## src/rtl/obb_sat_pkg.sv

```systemverilog
`default_nettype none
// ----------------------------------------------------------------------------
// obb_sat_pkg
// Shared constants and the arctangent table of the
// oriented-box separating axis test.
// ----------------------------------------------------------------------------
package obb_sat_pkg;

    localparam int COORD_BITS_DEF    = 24;
    localparam int ANGLE_BITS_DEF    = 16;
    localparam int CORDIC_STAGES_DEF = 16;
    localparam int NORM_BITS         = 16;
    localparam int MAX_STAGES        = 24;

    localparam logic signed [33:0] CORDIC_GAIN = 34'sd652032874;

    // Arctangent of 2^-i in turns scaled by 2^32.
    function automatic logic signed [33:0] atan_turn(input int i);
        logic signed [33:0] r;
        begin
            r = '0;
            case (i)
                0:  r = 34'sh020000000;
                1:  r = 34'sh012E4051E;
                2:  r = 34'sh009FB385B;
                3:  r = 34'sh0051111D4;
                4:  r = 34'sh0028B0D43;
                5:  r = 34'sh00145D7E1;
                6:  r = 34'sh000A2F61E;
                7:  r = 34'sh000517C55;
                8:  r = 34'sh00028BE53;
                9:  r = 34'sh000145F2F;
                10: r = 34'sh0000A2F98;
                11: r = 34'sh0000517CC;
                12: r = 34'sh000028BE6;
                13: r = 34'sh0000145F3;
                14: r = 34'sh00000A2FA;
                15: r = 34'sh00000517D;
                16: r = 34'sh0000028BE;
                17: r = 34'sh00000145F;
                18: r = 34'sh000000A30;
                19: r = 34'sh000000518;
                20: r = 34'sh00000028C;
                21: r = 34'sh000000146;
                22: r = 34'sh0000000A3;
                23: r = 34'sh000000051;
                default: r = '0;
            endcase
            return r;
        end
    endfunction

endpackage
`default_nettype wire

```

## src/rtl/obb_sat_cordic.sv

```systemverilog
`default_nettype none
// ----------------------------------------------------------------------------
// obb_sat_cordic
// Pipelined CORDIC rotator: one stage per iteration, Q1.14 cos/sin out.
// ----------------------------------------------------------------------------
module obb_sat_cordic #(
    parameter int ANGLE_BITS    = 16,
    parameter int CORDIC_STAGES = 16
) (
    input  wire logic                  clk,
    input  wire logic                  en,
    input  wire logic [ANGLE_BITS-1:0] angle,
    output logic signed [15:0]         cos_q14,
    output logic signed [15:0]         sin_q14
);
    import obb_sat_pkg::*;

    logic signed [33:0] x_reg [CORDIC_STAGES+1];
    logic signed [33:0] y_reg [CORDIC_STAGES+1];
    logic signed [33:0] z_reg [CORDIC_STAGES+1];
    logic               neg_reg [CORDIC_STAGES+1];

    logic [31:0] a_full;
    logic [31:0] a_fold;
    logic        neg_next;

    always_comb
    begin
        a_full   = {angle, {(32-ANGLE_BITS){1'b0}}};
        neg_next = (a_full + 32'h4000_0000) >= 32'h8000_0000;
        a_fold   = neg_next ? (a_full - 32'h8000_0000) : a_full;
    end

    always_ff @(posedge clk)
    begin
        if (en)
        begin
            x_reg[0]   <= CORDIC_GAIN;
            y_reg[0]   <= '0;
            z_reg[0]   <= {{2{a_fold[31]}}, a_fold};
            neg_reg[0] <= neg_next;
        end
    end

    for (genvar i = 0; i < CORDIC_STAGES; i++) begin : g_stage
        logic signed [33:0] dx;
        logic signed [33:0] dy;
        assign dx = x_reg[i] >>> i;
        assign dy = y_reg[i] >>> i;
        always_ff @(posedge clk)
        begin
            if (en)
            begin
                if (!z_reg[i][33])
                begin
                    x_reg[i+1] <= x_reg[i] - dy;
                    y_reg[i+1] <= y_reg[i] + dx;
                    z_reg[i+1] <= z_reg[i] - atan_turn(i);
                end
                else
                begin
                    x_reg[i+1] <= x_reg[i] + dy;
                    y_reg[i+1] <= y_reg[i] - dx;
                    z_reg[i+1] <= z_reg[i] + atan_turn(i);
                end
                neg_reg[i+1] <= neg_reg[i];
            end
        end
    end

    logic signed [33:0] xf;
    logic signed [33:0] yf;
    logic signed [33:0] xr;
    logic signed [33:0] yr;

    always_comb
    begin
        xf = neg_reg[CORDIC_STAGES] ? -x_reg[CORDIC_STAGES] : x_reg[CORDIC_STAGES];
        yf = neg_reg[CORDIC_STAGES] ? -y_reg[CORDIC_STAGES] : y_reg[CORDIC_STAGES];
        xr = (xf + 34'sd32768) >>> 16;
        yr = (yf + 34'sd32768) >>> 16;
        cos_q14 = (xr > 34'sd16384) ? 16'sd16384 :
                  (xr < -34'sd16384) ? -16'sd16384 : xr[15:0];
        sin_q14 = (yr > 34'sd16384) ? 16'sd16384 :
                  (yr < -34'sd16384) ? -16'sd16384 : yr[15:0];
    end

endmodule
`default_nettype wire

```

## config.mk

```make
export PLATFORM = sky130hd
export DESIGN_NAME = obb_sat_cordic
export DESIGN_NICKNAME = d
export VERILOG_FILES = /design/src/rtl/obb_sat_pkg.sv /design/src/rtl/obb_sat_cordic.sv
export SDC_FILE = /design/constraint.sdc
export NUM_CORES = 2
export LEC_CHECK = 0
export BUFFER_PORTS_ARGS = -buffer_cell sky130_fd_sc_hd__clkbuf_2
export CORE_UTILIZATION = 39
export DETAILED_ROUTE_END_ITERATION = 10
export HOLD_SLACK_MARGIN = 0.02
export SYNTH_ARGS = -nofsm -noshare
export SYNTH_HDL_FRONTEND = slang
export SYNTH_SLANG_ARGS = --single-unit
```

## constraint.sdc

```tcl
create_clock -name clk -period 18.4 [get_ports clk]
set_clock_uncertainty 0.1 [all_clocks]
set_input_delay 3.68 -clock clk [delete_from_list [all_inputs] [get_ports clk]]
set_output_delay 3.68 -clock clk [all_outputs]
set_load 0.01 [all_outputs]
```

Word level (Yosys, flattened, before mapping)
Memory sizes are Yosys's and may differ from the RTL's. Cells that the tools add are included.

Register bits: 0. RAM bits: 1751. Input port bits: 18. Output and inout bits: 32. Word-level logic and storage cells: 311. Memories: 4.

$add $sub $neg: 101. Order comparisons: 5. Multiplexer cells: 153. Bitwise operators: 48.

Memory list: x_reg (depth 17, bits a word 34, read ports 17, clocked after memory_dff 0, wr ports 17, RTL line obb_sat_cordic.sv:18) `logic signed [33:0] x_reg [CORDIC_STAGES+1];`; y_reg (depth 17, bits a word 34, read ports 17, clocked after memory_dff 0, wr ports 17, RTL line obb_sat_cordic.sv:19) `logic signed [33:0] y_reg [CORDIC_STAGES+1];`; z_reg (depth 17, bits a word 34, read ports 16, clocked after memory_dff 0, wr ports 17, RTL line obb_sat_cordic.sv:20) `logic signed [33:0] z_reg [CORDIC_STAGES+1];`; neg_reg (depth 17, bits a word 1, read ports 17, clocked after memory_dff 0, wr ports 17, RTL line obb_sat_cordic.sv:21) `logic neg_reg [CORDIC_STAGES+1];`.

Operators by type and width (count): $mux 34 (50); $add 34x17->34 const B (3); $mux 1 (98); $add 34x19->34 (2); $add 34x20->34 (2); $add 34x21->34 (2); $add 34x22->34 (2); $add 34x23->34 (2); $add 34x24->34 (2); $add 34x25->34 (2); $add 34x26->34 (2); $add 34x27->34 (2); $add 34x28->34 (2); $add 34x29->34 (2); $add 34x30->34 (2); $add 34x31->34 (2); $add 34x32->34 (2); $add 34x33->34 (2); $neg 34->34 (2); $sub 34x19->34 (2); $sub 34x20->34 (2); $sub 34x21->34 (2); $sub 34x22->34 (2); $sub 34x23->34 (2); 51 further kinds (114).

Longest topological paths before layout
An unclocked memory read counts as a cell.

Depth in word-level cells: 7. Depth in mapped cells: 22.

Worst setup path before layout
No wires, ideal clock.

Path type: input to register. Start point: input port en. End point: memory z_reg[6][31] (data pin). Library setup time: 0.259 ns. Data arrival time: 8.060 ns. Setup slack: 9.980 ns. Stages on the path: 18. Cell sequence: clkbuf_1 clkbuf_1 clkbuf_1 nand2_1 clkbuf_1 ha_1 fa_1 a21o_1 a2111oi_0 o31ai_1 a31oi_1 a211oi_1 nor3b_1 o311a_1 a21oi_1 a41oi_1 nor2b_1 xnor2_1.

RTL lines: start: declaration (RTL line obb_sat_cordic.sv:11) `input wire logic en,`; end: declaration (RTL line obb_sat_cordic.sv:20).

==> metrics <==
CTS tree=yes; vias=93.90k; CTS Sinks=1,462; chip width=564.4 um; min-delay worst type=reg2reg; die area=0.3186 sq mm; Clock Pin Slew Worst Setup and Hold Paths=0.06 ns; worst skew pair latency=0.88 ns; initial antenna violation count=1; Via density=5.449; Worst Path Required=18.86 ns; fmax=105.6 MHz; Async S/R FF share, synth=0%; Final Cycle Share=51.47%; Ports=50; max-slew violations=0; Setup crit end kind=register; vias in the first global route=89.09k; wire per inst=17.15 um; GRT Util Overall=18.15%; Synth Area in Adders=14.67%; Critical Path Start Type=input port; Placed Area=0.1285 sq mm; Die Span Y=564.4 um; Max Cap Viol=0; Synth Flop Type=edfxtp_1; Synth Area in Compound Gates=19.16%; Mapped Avg Cell Area=9.601 sq um; area grow syn2layout=8.891%; RSZ-0062 raised after global routing=no; first-pass GRT wire length=475,600 um; Final GP Congestion=0.9176; main combinational cell family by area after synthesis=compound AO/OA/AOI/OAI gates; Longest Clk Path Bufs=4; Setup Viol. Count Final=0; multi-input combinational cell area=0.07665 sq mm; setup_tns=0 ns; actual slew at the worst max-slew pin=1.142 ns; post-synthesis register bit count=1,462; critical path class=in2reg; max reg flops=511; DRT iter0 DRCs=5,939; post-route ant nets=0; Reg area=0.04390 sq mm; Core ar.=0.3147 sq mm; Resized cells post-CTS=0; headroom to the max-slew limit=21.93%; Post-route DRC=0; Final nets=14.37k; multiplexer share of the synthesized area=0.9676%; yosys warns=0; share of cells above drive strength 1=4.346%; input/output buffers=49; H-tree levels=4; outcome=finished clean; Design Area, Final=0.1343 sq mm; WP data arrival=9.93 ns; xor/xnor share of the synthesized area=13.38%; Unique masters post-synth=109; postcts setup bufs=0; number of synthesized flops with an enable pin=1,462; CTS buffer count=179; post-synthesis simple-gate area fraction=13.93%; final hold violations=0; FILL cells=30.50k; min cycle time layout=9.471 ns; syn_nets=14.29k; Max FO, Critical Path=99; DP HPWL=233,800 um; # rows=206; routed wire length=295,500 um; CTS Hold Buffers Added=0; total grt overflow=0; sequential share of the synthesized area=35.59%; clk root buf=clkbuf_16; starting density of the core=39.20%; Mapped Area=0.1234 sq mm; largest net degree at the start of global routing=135; Post-Syn Instances=12.85k; drt first pass iters=6
## cells in the final DEF, fill, tap and decap left out, drive strengths merged, types with 261 or more instances in the layout
cell type | synthesis | layout
edfxtp | 1462 | 1462
ha | 1379 | 1379
xnor2 | 1286 | 1286
a21oi | 1261 | 1261
nor2 | 1053 | 1053
nand2 | 743 | 743
o21ai | 633 | 633
xor2 | 598 | 598
inv | 531 | 548
a21o | 525 | 525
nor3 | 364 | 364
clkbuf | 159 | 261
## metrics by stage
stage          setup slack (ns)  util (%)  hold slack, ns  cells
2_1_floorplan             9.980         -          0.3003  12850
3_3_place_gp              8.075     40.83          0.3006  16910
3_5_place_dp              8.056     40.83          0.3045  16910
4_1_cts                   8.955     42.68          0.2899  17230
5_1_grt                   8.365     42.68          0.2805  17230
6_report                  8.929     42.68          0.2900  17230
## logic make-up after synthesis
kind of cell / count (synthesis)
adders and majority gates: 1421
buffers and inverters: 746
DFF: 1462
muxes: 113
xor gates and xnor gates: 1884
AOI/OAI and AO/OA: 3716
and+or+nand+nor: 3507
## routing by layer
metal  up-vias  routed length (um)  track usage [%]
li1      47910                   -                -
met1     43800              133100            23.10
met2      1704              141100            31.81
met3       486               10460            1.741
met4         0               10780            6.582
met5         -                   0                0
## final cells by class
cell class	instances	share of cell area, %
Multi-Input combinational cell	10640	57.06
Sequential cell	1462	32.68
Tap cell	4160	3.875
Clock buffer	213	3.493
Inverter	538	1.503
Clock inverter	106	0.8448
Timing Repair Buffer	109	0.5384
Antenna cell	2	0.003726
## synthesized netlist by cell type (137+ instances only)
library cell | n | area, sq um
edfxtp_1 | 1462 | 43900
nor2b_1 | 170 | 1064
xnor2_1 | 1286 | 11260
clkbuf_1 | 158 | 593.1
nor3_1 | 363 | 1817
xor2_1 | 598 | 5238
ha_1 | 1379 | 17250
o21ai_0 | 628 | 3143
nor2_1 | 1043 | 3915
nand2_1 | 742 | 2785
and3_1 | 137 | 857.1
o21a_1 | 187 | 1404
o21bai_1 | 170 | 1276
nand3_1 | 258 | 1291
o31ai_1 | 137 | 1028
a21o_1 | 525 | 3941
a21oi_1 | 1260 | 6306
inv_1 | 527 | 1978
nand2b_1 | 210 | 1314
## worst paths after layout
kind	end	slack [ns]	cells past startpoint	from
setup / recovery	x_reg[16][32]$_DFFE_PP_	8.93	18	en
hold / removal	neg_reg[7]$_DFFE_PP_	0.29	0	neg_reg[6]$_DFFE_PP_
setup reg to reg	y_reg[11][33]$_DFFE_PP_	12.49	20	x_reg[10][13]$_DFFE_PP_
hold reg to reg	neg_reg[7]$_DFFE_PP_	0.29	0	neg_reg[6]$_DFFE_PP_
## critical path, stage by stage
cell     delay [ns]
buf_12         0.27
buf_4          0.73
buf_4          0.74
nand2_1        0.67
nand2_1        0.20
o21ai_0        0.18
fa_1           0.48
a21o_1         0.17
a21oi_1        0.21
nor2b_1        0.10
o21ai_1        0.26
nor3_1         0.12
o41ai_1        0.78
o211a_1        0.32
o31ai_1        0.08
a21oi_1        0.28
o21ai_0        0.14
xor2_1         0.15
Power is left out: the tool's default activity adds up to more than one toggle a clock period on the data nets, which glitch-free logic cannot reach.
